==> src/hw/rtl/kvtc_pkg.sv <==
// kvtc_pkg: shared types and codes for the key-value table with compaction
// used by kvtc_cell and key_value_table_with_compaction; no dependencies
package kvtc_pkg;

    localparam int KEY_W      = 64;
    localparam int IN_VALUE_W = 32;
    localparam int REQ_W      = 2;
    localparam int STATUS_W   = 3;
    localparam int FILL_W     = 7;

    typedef enum logic [REQ_W-1:0] {
        REQ_INSERT = 2'd0,
        REQ_LOOKUP = 2'd1,
        REQ_DELETE = 2'd2,
        REQ_UPDATE = 2'd3
    } req_type_t;

    typedef enum logic [STATUS_W-1:0] {
        ST_OK        = 3'd0,
        ST_NOT_FOUND = 3'd1,
        ST_DUPLICATE = 3'd2,
        ST_FULL      = 3'd3,
        ST_ZERO_KEY  = 3'd4
    } status_t;

    // per-cycle commands broadcast from the controller to every cell
    typedef struct packed {
        logic capture;    // register the key compare of a new transaction
        logic ins_wr;     // append at the slot that equals the fill count
        logic upd_wr;     // overwrite the value of the matching cell
        logic del_shift;  // cells at or above the match take their upper neighbor
    } cell_ctrl_t;

endpackage

==> src/hw/rtl/kvtc_cell.sv <==
// kvtc_cell: one slot of the table with its key compare, hit chain and shift
// depends on kvtc_pkg
module kvtc_cell #(
    parameter int VALUE_WIDTH = 32,
    parameter int CW          = 7,
    parameter int IDX         = 0
) (
    input  logic                      clk,
    input  logic                      rst_n,
    input  kvtc_pkg::cell_ctrl_t      ctrl,
    input  logic [kvtc_pkg::KEY_W-1:0] req_key,
    input  logic [kvtc_pkg::KEY_W-1:0] cap_key,
    input  logic [VALUE_WIDTH-1:0]    req_value,
    input  logic [CW-1:0]             count,
    input  logic [kvtc_pkg::KEY_W-1:0] nbr_key,
    input  logic [VALUE_WIDTH-1:0]    nbr_value,
    input  logic                      hit_in,
    input  logic [VALUE_WIDTH-1:0]    hit_val_in,
    output logic [kvtc_pkg::KEY_W-1:0] cell_key,
    output logic [VALUE_WIDTH-1:0]    cell_value,
    output logic                      hit_out,
    output logic [VALUE_WIDTH-1:0]    hit_val_out
);
    import kvtc_pkg::*;

    logic [KEY_W-1:0]       key_reg;
    logic [VALUE_WIDTH-1:0] value_reg;
    logic                   match_reg;
    logic                   filled;

    assign filled      = CW'(IDX) < count;
    assign hit_out     = hit_in | match_reg;
    assign hit_val_out = hit_val_in | (match_reg ? value_reg : '0);
    assign cell_key    = key_reg;
    assign cell_value  = value_reg;

    // only filled slots compare, so stale contents above the fill count never hit
    always_ff @(posedge clk or negedge rst_n)
    begin
        if (!rst_n)
        begin
            match_reg <= 1'b0;
        end
        else if (ctrl.capture)
        begin
            match_reg <= filled && (key_reg == cap_key);
        end
    end

    always_ff @(posedge clk)
    begin
        if (ctrl.ins_wr && (count == CW'(IDX)))
        begin
            key_reg   <= req_key;
            value_reg <= req_value;
        end
        else if (ctrl.upd_wr && match_reg)
        begin
            value_reg <= req_value;
        end
        else if (ctrl.del_shift && hit_out)
        begin
            key_reg   <= nbr_key;
            value_reg <= nbr_value;
        end
    end

endmodule

==> config.mk <==
export PLATFORM = sky130hd
export DESIGN_NAME = kvtc_cell
export DESIGN_NICKNAME = d
export VERILOG_FILES = /design/src/hw/rtl/kvtc_pkg.sv /design/src/hw/rtl/kvtc_cell.sv
export SDC_FILE = /design/constraint.sdc
export NUM_CORES = 1
export LEC_CHECK = 0
export BUFFER_PORTS_ARGS = -buffer_cell sky130_fd_sc_hd__buf_2
export CAP_MARGIN = 20
export CORE_AREA = 2 2 168 170
export CTS_CLUSTER_DIAMETER = 30
export DETAILED_ROUTE_END_ITERATION = 7
export DIE_AREA = 0 0 170 172
export SYNTH_ARGS = -nofsm -noshare
export SYNTH_HDL_FRONTEND = slang
export SYNTH_SLANG_ARGS = --single-unit
==> constraint.sdc <==
create_clock -name clk -period 7.3 [get_ports clk]
set_input_delay 1.46 -clock clk [delete_from_list [all_inputs] [get_ports clk]]
set_output_delay 1.46 -clock clk [all_outputs]
set_load 0.01 [all_outputs]
### Yosys cells after proc, flatten, opt, wreduce, memory -nomap -nowiden

Index checks and enable logic that the tools add are counted.

* logic and storage cells: 23
* output and inout bits: 129
* bits in registers: 97

* order comparisons: 1
* bitwise logic cells: 2
* mux-type cells: 7
* reductions and logical operators: 8
* equality and inequality tests: 2

Operator list (count)
* 64-bit 2-to-1 mux: 3
* 32-bit 2-to-1 mux: 4
* 64-bit equality test: 1
* 32-bit bitwise OR: 1
* 7-bit logical NOT: 1
* 1-bit by 7-bit less-than comparator with 1-bit output, first input constant: 1
* 1-bit logical AND: 4
* 3-bit nonzero test: 1
* 2-bit inequality test, second input constant: 1
* 2-bit AND reduction: 1
* 2-bit nonzero test: 1
* 1-bit bitwise OR: 1

### Logic depth before layout (Yosys ltp)

Gate-level depths: netlist of the first run.

* depth after elaboration: 5
* depth in mapped cells: 6
* gate-level depth less buffers: 5

### Worst setup path after synthesis of the first run

No wires, ideal clock.

* kind: input -> register
* start point: input port hit_in
* end point: register key_reg[0], in the netlist cell_key[0], enable pin
* arrival time: 6159 ps
* stages on the path: 3
* path buffers: 0
* path slack: 567 ps
* cell sequence: or2_2 nand2_1 o21ai_0

* cells in the longest elaborated chain, start to end: 4

RTL lines
* from (decl): line kvtc_cell.sv:17 `input logic hit_in,`
* 1-bit bitwise OR: line kvtc_cell.sv:32 `assign hit_out = hit_in | match_reg;`
* 1-bit logical AND: line kvtc_cell.sv:61 `else if (ctrl.del_shift && hit_out)`
* 2-bit nonzero test (no line)
* 2-bit AND reduction (no line)
* to (signal assigned): line kvtc_cell.sv:54 `key_reg <= req_key;`
* to (signal assigned): line kvtc_cell.sv:63 `key_reg <= nbr_key;`
* to (decl): line kvtc_cell.sv:26 `logic [KEY_W-1:0] key_reg;`

No other way between the ends.
A chain may end at the register's enable or synchronous reset.

### Final worst setup path of the first run

* start point: input port count[2]
* end point: register key_reg[41], in the netlist cell_key[41], enable pin

* cells in the longest elaborated chain, start to end: 4
* elaborated cells between the ends (all ways): 5
* classes of those cells: eq/ne (1); reduce/logical (4)

RTL lines
* from (decl): line kvtc_cell.sv:14 `input logic [CW-1:0] count,`
* 7-bit logical NOT *: line kvtc_cell.sv:52 `if (ctrl.ins_wr && (count == CW'(IDX)))`
* 1-bit logical AND *: line kvtc_cell.sv:52
* 2-bit inequality test (no line) / 2-bit nonzero test (equally long branches)
* 2-bit AND reduction (no line) *

Every way passes the cells marked *; elsewhere a longest branch is shown, timed or not.

==> results.txt, run 1 <==
----------------------------------------------------
[Drt]
  Iteration count of the initial detailed-routing pass ... 6
  Post-DRT Antenna Nets ... 0
  Average wire per cell in the routed design ... 17.8 um
  Vias ... 4643
  DRT met1 WL ... 7710 um
  DR WL met3 ... 1530 um
  Drc violations ... 0
  Routed length on met2 ... 10800 um
  Total wire length after detailed routing ... 20200 um
  Drt first-iter violations ... 168
  Via count normalized by instance count ... 4.09
  Uppermost layer routed ... met5

[Clocking]
  CTS HTree Levels ... 3
  Skew-Pair Late Insertion Delay ... 350 ps
  Clock tree buffer depth ... 2
  Clock tree from TritonCTS ... yes
  Master cell of the clock root buffer ... sky130_fd_sc_hd__clkbuf_16
  Post-cts sizing count ... 0
  Inserted Clock Buffers ... 9
  Total of hold buffers inserted after clock tree synthesis ... 0
  Clk slew on worst S/H paths ... 70 ps
  Post CTS Setup Buffer Count ... 0
  # clock sinks ... 97

[Power and ir drop]
  Leakage Power ... 3.95 nW
  Power density over the cells ... 167 nW/um2
  Total chip power ... 1.38 mW
  Maximum vdd ir drop ... 0.117 mV

[Placement]
  HPWL Detailed ... 16900 um
  # placed instances ... 1116
  Placer congestion estimate ... 0.781
  Post-place setup slack ... 2630 ps
  PortBufs ... 430

[Timing]
  Count of pins over their slew limit ... 0
  Setup slack after layout ... 3670 ps
  Max-slew headroom ... 0.440
  Setup TNS ... 0 ps
  Maximum achievable frequency ... 275 MHz
  RSZ-0062 raised after global routing ... false
  Final period demand of the worst path ... 3630 ps
  Count of endpoints failing hold in the final timing report ... 0
  Setup Viol. Count Final ... 0
  Worst-case clock skew ... 7.58 ps
  Period utilisation layout ... 0.498
  Transition time at the pin with the least slew margin ... 832 ps

[Synth]
  Cell count after synthesis ... 349
  Sequential cell area fraction in the yosys report ... 0.545
  Avg Inst Size Synth ... 15.3 um2
  FF+latch count, synth ... 97
  Commonest register cell after synthesis ... sky130_fd_sc_hd__edfxtp_1
  Post-Synthesis Cell Area ... 5340 um2
  Syn. warnings ... 0
  Share of synthesized registers carrying an async set or reset ... 0.0103
  Net Count, Synth ... 651
  Number of enable flip-flop cells after synthesis ... 96
  Count of unique library cells instantiated by Yosys ... 30

[Cells and area]
  Filler Cells Inserted ... 2870
  Synthesis-to-layout area growth ... 54.0%
  Number of non-filler instances in the completed layout ... 1134
  Final nets ... 1085
  Largest register FFs ... 64
  Fraction of final layout cells with drive strength greater than 1 ... 0.701

[Setup path]
  Critical path's largest stage delay ... 530 ps
  Setup Crit Path Kind ... in2reg
  CP Data Required Time ... 7300 ps
  CP max FO ... 33
  Cells along the critical path ... buf_2 -> or4_4 -> nor4_4 -> nand2_4 -> buf_4 -> o21ai_4 -> buf_12 -> buf_4
  Setup crit start ... count[2]
  Slowest-stage cell, CP ... sky130_fd_sc_hd__or4_4
  Buf+Inv Stages, Crit Path ... 4
  Worst reg2reg startpoint ... match_reg
  CP Launch Type ... primary input
  Critical path capture point type ... register
  WP data arrival ... 3630 ps
  Crit path max-delay family ... buffers and inverters
  Path length in cells of the critical path ... 8
  Worst Reg2Reg Path Length in Cells ... 6
  Cell occurring most often along the worst timing path ... sky130_fd_sc_hd__buf_4

[Die]
  Top-level I/O count ... 431
  Horizontal extent of the die ... 170 um
  Row count ... 61
  Die Height ... 172 um
  Die area ... 29200 um2
  Core area ... 27500 um2
  Initial Utilization ... 0.194

[Outcome]
  Outcome ... complete, no violations

[GRT]
  Total congestion overflow ... 0
  Global routing usage summed across all routing layers ... 0.129
  Number of antenna violations at the first check in global routing ... 2
  Vias in the first global route ... 4609
  Global-route wire length before repair ... 26800 um
  Maximum number of pins on one net before global-route repair ... 66

[Flow run]
  Max Cap Viol ... 0

[Worst hold path]
  HP Class ... reg2reg
  Worst Hold Depth ... 2
  Launch instance of the worst min-delay path ... match_reg

----------------------------------------------------
## cells in the final DEF (no fill, tap or decap), types with 5 or more instances in the layout
master	count
sky130_fd_sc_hd__xnor2_1	48
sky130_fd_sc_hd__mux2_4	49
sky130_fd_sc_hd__buf_4	5
sky130_fd_sc_hd__xor2_1	5
sky130_fd_sc_hd__inv_1	11
sky130_fd_sc_hd__nor4_1	5
sky130_fd_sc_hd__a21o_1	32
sky130_fd_sc_hd__edfxtp_1	96
sky130_fd_sc_hd__o22ai_1	5
sky130_fd_sc_hd__mux2_2	47
sky130_fd_sc_hd__buf_2	430
sky130_fd_sc_hd__nand4_1	14
sky130_fd_sc_hd__clkbuf_16	9
## layer usage
metal,vias to the layer above,global-route usage
met5,-,0
met2,266,0.249
li1,2192,-
met3,9,0.0334
met4,2,0.0360
met1,2174,0.137
## metrics by stage
stage | hold WS (ps) | utilization | instance area, um2
global placement | 532 | 0.287 | 7880
detailed placement | 546 | 0.287 | 7880
global route | 597 | 0.299 | 8220
floorplan | 658 | - | 5340
finish | 549 | 0.299 | 8220
CTS | 556 | 0.297 | 8170
## tightest hold or removal path: stages, from the launching register on
cell and delay (ps):
sky130_fd_sc_hd__dfrtp_1 380, sky130_fd_sc_hd__inv_1 50, sky130_fd_sc_hd__o22ai_1 80
## synth_stat cells (2+ instances only)
library cell               count  area (um2)
sky130_fd_sc_hd__a21o_1       32         240
sky130_fd_sc_hd__a22o_1        2        17.5
sky130_fd_sc_hd__buf_2         4        20.0
sky130_fd_sc_hd__buf_6         6        67.6
sky130_fd_sc_hd__clkbuf_1      4        15.0
sky130_fd_sc_hd__edfxtp_1     96        2880
sky130_fd_sc_hd__inv_1        11        41.3
sky130_fd_sc_hd__mux2_2       47         529
sky130_fd_sc_hd__mux2_4       49         736
sky130_fd_sc_hd__nand2_1       3        11.3
sky130_fd_sc_hd__nand2b_1      2        12.5
sky130_fd_sc_hd__nand4_1      14        87.6
sky130_fd_sc_hd__nor2b_1       3        18.8
sky130_fd_sc_hd__nor4_1        5        31.3
sky130_fd_sc_hd__o22ai_1       5        31.3
sky130_fd_sc_hd__xnor2_1      48         420
sky130_fd_sc_hd__xor2_1        5        43.8
## path summary, 6_finish.rpt
check / to / slack [ps]
setup / recovery: cell_key[41] / 3670
max in group asynchronous: match_reg / 6350
hold reg to reg: match_reg / 550
hold / removal: match_reg / 550
setup reg to reg: cell_value[5] / 4890
min in group asynchronous: match_reg / 860
## area by class of cell
cell class              count  area (um2)  area share
flip-flops and latches     97        2910       0.354
clock inverters             5        57.6     0.00700
diodes                      1        2.50    0.000305
well taps                 346         433      0.0527
repair buffers            437        2240       0.272
clock buffers              10         229      0.0279
inverters                  11        41.3     0.00502
multi-input cells         227        2310       0.281
## power breakdown
group	switching [mW]	total, mW	internal [mW]
Sequential	0.0193	0.662	0.643
Combinational	0.0961	0.230	0.134
Clock	0.220	0.484	0.264
## logic make-up (layout without fill, tap and decap cells)
group	count (synthesis)	in the layout	share of synthesized area
DFF	97	97	0.545
buffers and inverters	25	463	0.0270
and+or+nand+nor	33	33	0.0403
xor gates and xnor gates	53	53	0.0870
muxes	96	96	0.237
AOI/OAI and AO/OA	45	45	0.0636
other	0	1	0
(Power assumes the default switching activity.)
==> inputs of run 2 (changes only) <==
Settings changed: CORE_AREA 2 2 168 170 to 2 2 167 169, DIE_AREA 0 0 170 172 to 0 0 169 171.
Clock period 7.3 ns to 3.1 ns, I/O delays scaled along.
==> results.txt, run 2 (synthesis gave the netlist of run 1 again) <==
----------------------------------------------------
[Outcome]
  Outcome ... complete, no violations

[GRT]
  Gr busiest metal ... met2
  Met2 routing resource usage after global routing ... 0.225
  Global-route wire length before repair ... 25600 um
  Vias in the first global route ... 4507
  Number of antenna violations at the first check in global routing ... 2
  Total congestion overflow ... 0
  Maximum number of pins on one net before global-route repair ... 65
  Global routing usage summed across all routing layers ... 0.122
  Fraction of met3 tracks used by global routing ... 0.0322
  Fraction of met1 tracks used by global routing ... 0.141

[Drt]
  Post-DRT Antenna Nets ... 0
  Iteration count of the initial detailed-routing pass ... 4
  Vias ... 4670
  Drt first-iter violations ... 147
  Total wire length after detailed routing ... 19100 um
  Average wire per cell in the routed design ... 16.8 um
  Via count normalized by instance count ... 4.11
  Drc violations ... 0

[Timing]
  Setup slack after layout ... 692 ps
  Count of pins over their slew limit ... 0
  Final period demand of the worst path ... 2410 ps
  Count of endpoints failing hold in the final timing report ... 0
  Worst-case clock skew ... 6.74 ps
  Setup Viol. Count Final ... 0
  Setup TNS ... 0 ps
  Maximum achievable frequency ... 415 MHz
  Period utilisation layout ... 0.777
  RSZ-0062 raised after global routing ... false
  Max-slew headroom ... 0.311
  Transition time at the pin with the least slew margin ... 1030 ps

[Cells and area]
  Synthesis-to-layout area growth ... 54.1%
  Most frequent cells in the layout ... 430 x sky130_fd_sc_hd__buf_2, 96 x sky130_fd_sc_hd__edfxtp_1, 49 x sky130_fd_sc_hd__mux2_4
  Final Core Density ... 0.301
  Filler Cells Inserted ... 2827
  Number of non-filler instances in the completed layout ... 1135
  Fraction of final layout cells with drive strength greater than 1 ... 0.702
  Final nets ... 1087
  Most common library cell in the layout ignoring fill and taps ... sky130_fd_sc_hd__buf_2
  Antenna Diode Count ... 0
  Largest register FFs ... 64

[Flow run]
  Max Cap Viol ... 0

[Power and ir drop]
  Total chip power ... 3.23 mW
  Maximum vdd ir drop ... 0.185 mV
  Power density over the cells ... 393 nW/um2
  Leakage Power ... 3.96 nW

[Setup path]
  Slowest-stage cell, CP ... sky130_fd_sc_hd__a21oi_4
  Worst reg2reg startpoint ... match_reg
  Critical path's largest stage delay ... 810 ps
  Cells along the critical path ... buf_4 -> and2_1 -> a21oi_4 -> mux2_2
  Worst Reg2Reg Path Length in Cells ... 4
  Path length in cells of the critical path ... 4
  CP Launch Type ... register
  CP Data Required Time ... 3190 ps
  Crit path max-delay family ... compound AO/OA/AOI/OAI gates
  CP max FO ... 33
  Critical path capture point type ... register
  Buf+Inv Stages, Crit Path ... 1
  Setup slack on the worst flop-to-flop path ... 690 ps
  Setup Crit Path Kind ... reg2reg
  WP data arrival ... 2500 ps
  Endpoint of the worst-slack reg-to-reg timing path ... cell_value[25]

[Die]
  Row count ... 61
  Horizontal extent of the die ... 169 um
  Top-level I/O count ... 431
  Die Height ... 171 um
  Initial Utilization ... 0.195
  Core area ... 27300 um2
  Die area ... 28900 um2

[Clocking]
  Master cell of the clock root buffer ... sky130_fd_sc_hd__clkbuf_16
  Post CTS Setup Buffer Count ... 0
  Total of hold buffers inserted after clock tree synthesis ... 0
  Skew-Pair Late Insertion Delay ... 350 ps
  Clock tree buffer depth ... 2
  Clock tree from TritonCTS ... yes
  Post-cts sizing count ... 0
  Inserted Clock Buffers ... 9
  # clock sinks ... 97
  CTS HTree Levels ... 3
  Clk slew on worst S/H paths ... 70 ps

[Worst hold path]
  HP Class ... in2async

[Placement]
  PortBufs ... 430
  Post-place setup slack ... 380 ps
  HPWL Detailed ... 15900 um
  # placed instances ... 1120
  Placer congestion estimate ... 0.782

----------------------------------------------------
-- run 2: cell types whose count changed in the layout (fill, tap and decap cells not counted), sizes merged --
cell	delta
diode	-1
buf	+2
-- run 2: layout make-up --
| cell class | instances | area, um2 | share of cell area |
|---|---|---|---|
| flip-flops and latches | 97 | 2910 | 0.354 |
| clock inverters | 5 | 57.6 | 0.00700 |
| inverters | 11 | 41.3 | 0.00502 |
| repair buffers | 439 | 2240 | 0.273 |
| clock buffers | 10 | 229 | 0.0278 |
| well taps | 346 | 433 | 0.0526 |
| multi-input cells | 227 | 2310 | 0.281 |
-- run 2: how the worst max path moves through the flow --
stage / from / end / slack [ps]
6_report: match_reg / cell_value[25] / 690
5_1_grt: match_reg / cell_value[5] / 500
4_1_cts: match_reg / cell_value[5] / 630
3_5_place_dp: count[2] / cell_value[2] / 380
3_3_place_gp: count[2] / cell_value[2] / 430
2_1_floorplan: count[2] / cell_key[0] / 70
-- run 2: through the flow --
stage	area (um2)	hold WS, ps
2_1_floorplan	5340	324
3_3_place_gp	7940	395
3_5_place_dp	7940	397
4_1_cts	8220	5.26
5_1_grt	8220	9.62
6_report	8220	31.6
-- run 2: power breakdown --
| part | leakage (nW) | switching (mW) | internal [mW] | total [mW] |
|---|---|---|---|---|
| clock network | 0.132 | 0.513 | 0.621 | 1.13 |
| logic | 2.91 | 0.221 | 0.315 | 0.536 |
| registers | 0.916 | 0.0435 | 1.51 | 1.56 |
-- run 2: metal layers --
layer	wire length, um	vias up
li1	-	2199
met1	7760	2184
met2	9780	271
met3	1390	12
met4	163	4
met5	30	-
